`config.mk`:
```
export PLATFORM = sky130hd
export DESIGN_NAME = float32_add_reduced_precision_top
export DESIGN_NICKNAME = d
export VERILOG_FILES = /design/src/hw/rtl/far_pkg.sv /design/src/hw/rtl/far_lzc.sv /design/src/hw/rtl/float32_add_reduced_precision_top.sv
export VERILOG_INCLUDE_DIRS = /design/src /design/src/hw/rtl
export SDC_FILE = /design/constraint.sdc
export NUM_CORES = 1
export LEC_CHECK = 0
export ABC_AREA = 0
export BUFFER_PORTS_ARGS = -buffer_cell sky130_fd_sc_hd__buf_2
export CORE_MARGIN = 5
export CORE_UTILIZATION = 45
export CTS_CLUSTER_DIAMETER = 120
export CTS_CLUSTER_SIZE = 12
export DETAILED_ROUTE_END_ITERATION = 6
export PLACE_DENSITY_LB_ADDON = 0.08
export SYNTH_ARGS = -nofsm -noshare
export SYNTH_HDL_FRONTEND = slang
export SYNTH_SLANG_ARGS = --single-unit
```
`constraint.sdc`:
```
create_clock -name clk -period 32.2 [get_ports clk]
set_input_delay 6.44 -clock clk [delete_from_list [all_inputs] [get_ports clk]]
set_output_delay 6.44 -clock clk [all_outputs]
set_load 0.005 [all_outputs]
```
`src/hw/rtl/float32_add_reduced_precision_top_macros.svh`:
```
// Assertion macros for the reduced-precision float adder.
`ifndef FLOAT32_ADD_REDUCED_PRECISION_TOP_MACROS_SVH
`define FLOAT32_ADD_REDUCED_PRECISION_TOP_MACROS_SVH
// Implication checked on every clock edge outside reset.
`define FAR_ASSERT_IMP(label, clk, rst_n, ante, cons, msg) \
    label: assert property (@(posedge clk) disable iff (!rst_n) (ante) |-> (cons)) \
        else $error(msg);
// Next-cycle implication checked outside reset.
`define FAR_ASSERT_NEXT(label, clk, rst_n, ante, cons, msg) \
    label: assert property (@(posedge clk) disable iff (!rst_n) (ante) |=> (cons)) \
        else $error(msg);
`endif

```
`src/hw/rtl/far_pkg.sv`:
```
// Package for the reduced-precision float adder: widths and constants.
package far_pkg;
    localparam int MANT_W = 24;
    localparam int FRAC_W = 23;
    localparam int EXP_W = 8;
    localparam int PREC_W = 5;
    localparam logic [PREC_W-1:0] PREC_RESET = 5'd23;
    localparam logic [PREC_W-1:0] PREC_MAX = 5'd23;
    localparam int STAGES = 4;
endpackage

```
`src/hw/rtl/far_lzc.sv`:
```
// Leading-zero count of a 25-bit mantissa, two-level.
module far_lzc
(
    input  logic [24:0] value,
    output logic [4:0]  count
);
    logic [4:0] hi_cnt;
    logic [4:0] lo_cnt;
    logic       hi_zero;

    // upper 13 bits, then lower 12 bits
    always_comb
    begin
        hi_cnt = 5'd13;
        for (int i = 0; i < 13; i++)
        begin
            if (value[12 + i])
            begin
                hi_cnt = 5'(12 - i);
            end
        end
        lo_cnt = 5'd12;
        for (int j = 0; j < 12; j++)
        begin
            if (value[j])
            begin
                lo_cnt = 5'(11 - j);
            end
        end
        hi_zero = (value[24:12] == 13'd0);
        count = hi_zero ? 5'(hi_cnt + lo_cnt) : hi_cnt;
    end
endmodule

```
`src/hw/rtl/float32_add_reduced_precision_top.sv`:
```
// Top level of the reduced-precision float adder: four-stage pipeline.
// Throughput: one transaction per cycle; all four stages hold together on a stall.
// Stages: align, add/subtract, leading-zero count, normalize and mask.
// Reset (rst_n, asynchronous, active low) clears valid bits; precision returns to 23.
// Output ready low while a result is valid holds the whole pipeline.
`include "float32_add_reduced_precision_top_macros.svh"
module float32_add_reduced_precision_top
(
    input  logic        clk,
    input  logic        rst_n,
    input  logic        cfg_we,
    input  logic [4:0]  cfg_wdata,
    input  logic        s_tvalid,
    output logic        s_tready,
    input  logic [63:0] s_tdata,   // operand_a[31:0], operand_b[63:32]
    output logic        m_tvalid,
    input  logic        m_tready,
    output logic [31:0] m_tdata    // sum_word[31:0]
);
    localparam int STAGES = far_pkg::STAGES;

    logic [far_pkg::PREC_W-1:0] prec_reg;
    logic [STAGES-1:0] vld_reg;
    logic adv;

    // pipeline advances when the output is free or taken
    assign adv = !vld_reg[STAGES-1] || m_tready;
    assign s_tready = adv;

    always_ff @(posedge clk or negedge rst_n)
    begin
        if (!rst_n)
        begin
            prec_reg <= far_pkg::PREC_RESET;
            vld_reg <= '0;
        end
        else
        begin
            if (cfg_we)
            begin
                prec_reg <= cfg_wdata;
            end
            if (adv)
            begin
                vld_reg <= {vld_reg[STAGES-2:0], s_tvalid};
            end
        end
    end

    // stage 1: unpack and align
    logic [31:0] a, b;
    logic a_zero, b_zero;
    logic [7:0] ae, be;
    logic [8:0] d_ab, d_ba;
    logic [23:0] am, bm, am_s, bm_s;
    assign a = s_tdata[31:0];
    assign b = s_tdata[63:32];
    assign ae = a[30:23];
    assign be = b[30:23];
    assign a_zero = (a[30:0] == 31'd0);
    assign b_zero = (b[30:0] == 31'd0);
    assign am = {1'b1, a[22:0]};
    assign bm = {1'b1, b[22:0]};
    assign d_ab = {1'b0, ae} - {1'b0, be};
    assign d_ba = {1'b0, be} - {1'b0, ae};

    always_comb
    begin
        am_s = am;
        bm_s = bm;
        if (ae > be)
        begin
            bm_s = (d_ab >= 9'd24) ? 24'd0 : (bm >> d_ab[4:0]);
        end
        else if (be > ae)
        begin
            am_s = (d_ba >= 9'd24) ? 24'd0 : (am >> d_ba[4:0]);
        end
    end

    logic        s1_byp_reg;
    logic [31:0] s1_bw_reg;
    logic        s1_as_reg, s1_bs_reg;
    logic [7:0]  s1_e_reg;
    logic [23:0] s1_am_reg, s1_bm_reg;
    always_ff @(posedge clk)
    begin
        if (adv)
        begin
            s1_byp_reg <= a_zero || b_zero;
            s1_bw_reg  <= a_zero ? b : a;
            s1_as_reg  <= a[31];
            s1_bs_reg  <= b[31];
            s1_e_reg   <= (ae > be) ? ae : be;
            s1_am_reg  <= am_s;
            s1_bm_reg  <= bm_s;
        end
    end

    // stage 2: add or subtract magnitudes
    logic [24:0] pos, neg, sum_mag;
    logic sgn;
    logic same;
    assign same = (s1_as_reg == s1_bs_reg);
    assign pos = {1'b0, s1_as_reg ? s1_bm_reg : s1_am_reg};
    assign neg = {1'b0, s1_as_reg ? s1_am_reg : s1_bm_reg};
    always_comb
    begin
        if (same)
        begin
            sgn = s1_as_reg;
            sum_mag = {1'b0, s1_am_reg} + {1'b0, s1_bm_reg};
        end
        else if (pos >= neg)
        begin
            sgn = 1'b0;
            sum_mag = pos - neg;
        end
        else
        begin
            sgn = 1'b1;
            sum_mag = neg - pos;
        end
    end

    logic        s2_byp_reg;
    logic [31:0] s2_bw_reg;
    logic        s2_s_reg;
    logic [7:0]  s2_e_reg;
    logic [24:0] s2_m_reg;
    always_ff @(posedge clk)
    begin
        if (adv)
        begin
            s2_byp_reg <= s1_byp_reg;
            s2_bw_reg  <= s1_bw_reg;
            s2_s_reg   <= sgn;
            s2_e_reg   <= s1_e_reg;
            s2_m_reg   <= sum_mag;
        end
    end

    // stage 3: leading-zero count
    logic [4:0] lz;
    far_lzc u_lzc
    (
        .value (s2_m_reg),
        .count (lz)
    );

    logic        s3_byp_reg;
    logic [31:0] s3_bw_reg;
    logic        s3_s_reg;
    logic [7:0]  s3_e_reg;
    logic [24:0] s3_m_reg;
    logic [4:0]  s3_lz_reg;
    always_ff @(posedge clk)
    begin
        if (adv)
        begin
            s3_byp_reg <= s2_byp_reg;
            s3_bw_reg  <= s2_bw_reg;
            s3_s_reg   <= s2_s_reg;
            s3_e_reg   <= s2_e_reg;
            s3_m_reg   <= s2_m_reg;
            s3_lz_reg  <= lz;
        end
    end

    // stage 4: normalize, zero check, precision mask, zero-operand bypass
    logic [24:0] nm;
    logic [7:0]  ne;
    logic [4:0]  p;
    logic [23:0] mask;
    logic [31:0] res;
    always_comb
    begin
        nm = s3_m_reg;
        ne = s3_e_reg;
        if (s3_m_reg[24])
        begin
            nm = s3_m_reg >> 1;
            ne = s3_e_reg + 8'd1;
        end
        else if (s3_m_reg != 25'd0)
        begin
            // lz counts from bit 24; one zero is the normal position
            nm = s3_m_reg << (s3_lz_reg - 5'd1);
            ne = s3_e_reg - 8'(s3_lz_reg - 5'd1);
        end
        if (s3_m_reg == 25'd0)
        begin
            ne = 8'd0;
        end
        p = (prec_reg > far_pkg::PREC_MAX) ? far_pkg::PREC_MAX : prec_reg;
        mask = 24'hFFFFFF << (5'd23 - p);
        res = {s3_s_reg, ne, nm[22:0] & mask[22:0]};
    end

    logic [31:0] out_reg;
    always_ff @(posedge clk)
    begin
        if (adv)
        begin
            out_reg <= s3_byp_reg ? s3_bw_reg : res;
        end
    end

    assign m_tvalid = vld_reg[STAGES-1];
    assign m_tdata  = out_reg;

    `FAR_ASSERT_IMP(a_ready_free, clk, rst_n, !m_tvalid, s_tready, "ready low with empty output")
    `FAR_ASSERT_NEXT(a_hold, clk, rst_n, m_tvalid && !m_tready, m_tvalid && $stable(m_tdata),
        "result changed while stalled")
    `FAR_ASSERT_NEXT(a_flow, clk, rst_n, s_tvalid && s_tready, vld_reg[0],
        "accepted transaction lost")
endmodule
```
-- Word level (Yosys, flattened, before mapping)
Index checks and enable logic that the tools add are counted.
W data, S select, Z words.
- output and inout port bits: 34
- logic and storage cells: 102
- input port bits: 74
- bits in registers: 271
- reduce and logical (&&, ||, !) cells: 9
- equality and inequality tests: 1
- bitwise gates (word level): 2
- mux-type cells: 46
- add/subtract/negate cells: 11
- order comparisons: 6
- shift-type cells: 4
- operators with widths (kind ; number):
    $mux W23 ; 5
    $mux W24 ; 4
    $mux W32 ; 2
    $mux W4 ; 16
    $logic_not A31 Y1 ; 2
    $mux W25 ; 2
    $sub A24 B24 Y25 ; 2
    $shr A24 B5 Y24 ; 2
    $mux W8 ; 4
    $add A24 B24 Y25 ; 1
    $logic_not A25 Y1 ; 1
    $reduce_bool A25 Y1 ; 1
    $shl A25 B5 Y23 ; 1
    $ge A24 B24 Y1 ; 1
    $mux W3 ; 8
    $shl A24 B5 Y23 const A ; 1
    $and A23 B23 Y23 ; 1
    $ge A9 B5 Y1 const B ; 2
    $sub A8 B8 Y9 ; 2
    $gt A8 B8 Y1 ; 2
    $logic_not A13 Y1 ; 1
    $mux W5 ; 2
    $add A8 B1 Y8 const B ; 1
    $sub A8 B8 Y8 ; 1
    other kinds (11) ; 14

-- Longest topological paths before layout
- depth after elaboration: 15
- depth in mapped cells: 21
- depth with buffers taken out: 15

-- By module
A second synthesis with hierarchy kept.
- cell total of the unflattened synthesis: 1955
- area total of the unflattened synthesis: 18751.7 um^2
- by module, submodules not included (module ; cells an instance ; seq. area each (um^2) ; times used ; area each (um^2)):
    float32_add_reduced_precision_top ; 1889 ; 8097.8 ; 1 ; 18327.6
    far_lzc ; 66 ; 0.0 ; 1 ; 424.2

-- Worst setup path before layout
OpenSTA, ideal clock, no wires.
- kind: in2out
- start: input port m_tready
- end: output port s_tready
- data required time: 25.760 ns
- stages on the path: 1
- arrival time: 12.831 ns
- buffers on the path: 0
- path slack: 12.929 ns
- cells stage by stage: nand2b_1
- cells in the longest elaborated chain, start to end: 1
- RTL lines (element ; line ; source):
    start, declared ; float32_add_reduced_precision_top.sv:17 ; input logic m_tready,
    $logic_or A1 B1 Y1 ; float32_add_reduced_precision_top.sv:27 ; assign adv = !vld_reg[STAGES-1] || m_tready;
    end, declared ; float32_add_reduced_precision_top.sv:14 ; output logic s_tready,
No other way between the ends.

-- Final worst setup path
Ends and elaborated chain as after synthesis.

==> flow_summary.yaml <==
place:
  dpl_cell_area_um2: 19700
  numPortBuffers: 107
  place.gp.congestion: 0.973
  post-dp-hpwl_um: 44700
routing:
  drtIter0Drc: 1830
  wl_per_cell_um: 23.1
  totalWireLength_um: 59300
  drcViolationCount: 0
  via_count: 15881
  dr.pass1.iters: 5
  postRouteAntennaNets: 0
  viasPerCell: 6.18
global_route:
  grt_max_degree: 89
  grt_pass1_wl_um: 90900
  grt.overflow.total: 0
  antenna_found_initial: 1
  grt_usage_pct: 24.8
  grt_pass1_vias: 15138
die:
  core_area_um2: 41100
  rows: 74
  dieHeight_um: 214
  start_util_pct: 45.7
  dieWidth_um: 214
  die_area_um2: 46000
  pin_count: 108
sta:
  fin_crit_sh_pct: 42.9
  min_period_ns: 13.81
  setup_viol: 0
  hold_viol_final: 0
  slew_violations: 0
  setup_tns_ns: 0
  tightest_slew_ns: 1.20
  finClkSkew_ns: 0.0124
  relSlewSlack_pct: 19.7
  rsz0062_at_grt: "no"
  max_freq_mhz: 72.4
synth:
  synth_xor_area_share_pct: 2.24
  synth-edff-count: 262
  syn_inst: 1980
  ys_seq_elements: 271
  ys_types: 95
  synth_top_area_share_pct: 41.9
  synth_top_area_cell: "edfxtp_1"
  synthArstFlopShare_pct: 3.32
  synth_adder_area_share_pct: 4.73
  synth_top_family_by_area: "compound AO/OA/AOI/OAI gates"
  yosys.area_share.simple_pct: 17.9
  synth_area_um2: 18800
  synth.area.top_cells: "edfxtp_1, nand2_1, ha_1"
  syn_nets: 2122
  synth-compound-area-share_pct: 20.5
  yosys_warnings: 0
  ys_seq_area_share_pct: 43.1
  synth.avg_cell_area_um2: 9.49
  synth_ff_type: "edfxtp_1"
  muxShareOfSynthArea_pct: 7.53
cts:
  clkTransAtPathRegs_ns: 0.07
  cts.sinks: 271
  cts-htree-levels: 1
  numCtsBuffers: 27
  cts_hold_buf: 0
  post_cts_buffers: 0
  root_buffer: "clkbuf_16"
  cts_buffer_depth: 3
  cts_tree: "done"
  ctsResizeCount: 0
  clk_latency_ns: 0.56
setup_path:
  crit_chain: "buf_2, nand2b_4, buf_2"
  crit_slowest_cell: "nand2b_4"
  path_buf_inv: 2
  cp_data_arrival_time_ns: 7.37
  ff2ff_path_depth: 14
  cp.required_ns: 25.76
  timing.rr.start: "s1_as_reg"
  cp_top_family: "simple AND/OR/NAND/NOR gates"
  r2r_slack_ns: 26.83
  path_class: "in -> out"
  cpPeakStageDelay_ns: 0.54
  end_kind: "output pin"
  cp_max_fo: 47
  r2r_end: "s2_m_reg[24]"
  critPathLaunchType: "input pin"
  crit_top_cell: "buf_2"
hold_path:
  hp-class: "reg -> reg"
  hold_depth: 0
  holdPathEnd: "s3_bw_reg[0]"
  hp-start: "s2_bw_reg[0]"
pwr:
  p_leak_nw: 8.05
  peakVddDrop_uv: 45.9
  power_density_nw_per_um2: 96.5
layout:
  area_growth_pct: 9.10
  num_antenna_cells: 0
  final_common_cell: "nand2_1"
  final_cell_mix: "nand2_1, edfxtp_1, nor2_1"
  final_net_count: 2166
  drive_gt1_share_pct: 12.3
  fin_area_um2: 20500
outcome:
  status: "finished, final reports clean"
job:
  cap_violations: 0
[layout make-up]
class	count	area (um2)
fill	3905	20600
multi-input combinational	1517	9990
sequential	271	8100
clock buffer	40	724
timing repair buffer	128	693
tap	532	666
inverter	79	297
clock inverter	3	40.0
[report_power, final]
group	leakage [nW]	total, mW	internal (mW)	switching [mW]
registers	2.77	0.664	0.564	0.100
logic	4.91	1.03	0.372	0.656
clock network	0.368	0.287	0.156	0.131
total	8.05	1.98	1.09	0.887
[synthesized netlist by cell type, types with 6 or more instances]
cell type and count:
nand2_1 288, edfxtp_1 262, nor2_1 154, o21ai_0 131, a21oi_1 129, clkbuf_1 81
inv_1 75, mux2i_1 66, ha_1 63, o31ai_1 58, nand3_1 43, a21o_1 41
nor3_1 39, nor2b_1 38, nand2b_1 33, a211oi_1 30, mux2_2 30, xnor2_1 30
nor4_1 25, buf_2 20, o211ai_1 20, mux4_2 18, xor2_1 18, nor3b_1 15
a31oi_1 11, and2_1 11, buf_1 11, o221ai_1 11, a21boi_0 10, a22oi_1 10
a32oi_1 9, and3_1 9, nand4_1 9, a22o_1 8, a311oi_1 8, o21ai_1 8
o22ai_1 8, o211a_1 7, o21bai_1 7, or3_1 7, and3b_1 6, o31a_1 6
or2_2 6, or3b_2 6
[cell families after synthesis]
logic type / count (synthesis)
and+or+nand+nor: 711
AOI/OAI and AO/OA: 575
buffers and inverters: 192
muxes: 115
DFF: 271
adders and majority gates: 68
xor gates and xnor gates: 48
[metal layers]
layer  up-vias  part of all wire [%]  track usage (%)
li1       7510                     -                -
met1      7609                    44             35.3
met2       644                    45             39.4
met3       118                   6.5             2.88
met4         0                   4.0             9.34
met5         -                     0                0
[worst reg2reg max path: stages (launching register included)]
cell and delay [ns]:
edfxtp_1 0.32, buf_4 0.60, mux2i_1 0.39, inv_1 0.07, ha_1 0.41, or4b_1 0.53
nor2b_1 0.30, a311o_2 0.29, nor4_4 0.08, o211ai_1 0.26, nand2_1 0.70, mux2_1 0.59
a221o_1 0.33, a211oi_1 0.23, a21o_1 0.14
[worst max-delay path by stage]
stage	startpoint	endpoint	slack [ns]	cells past startpoint
finish	m_tready	s_tready	18.39	3
global placement	m_tready	s_tready	18.36	3
floorplan	m_tready	s_tready	12.93	1
detailed placement	m_tready	s_tready	18.37	3
CTS	m_tready	s_tready	18.36	3
global route	m_tready	s_tready	18.31	3
[per-stage QoR]
step | hold slack [ns] | total power [mW] | setup WS (ns) | instances | util (%)
after floorplan | 0.400 | 1.38 | 12.93 | 1980 | -
after global placement | 0.402 | 1.68 | 18.36 | 2527 | 48.0
after detailed placement | 0.405 | 1.68 | 18.37 | 2527 | 48.0
after CTS | 0.401 | 1.98 | 18.36 | 2570 | 49.9
after global routing | 0.421 | 2.11 | 18.31 | 2570 | 49.9
final | 0.407 | 1.98 | 18.39 | 2570 | 49.9
(Power assumes the default switching activity.)
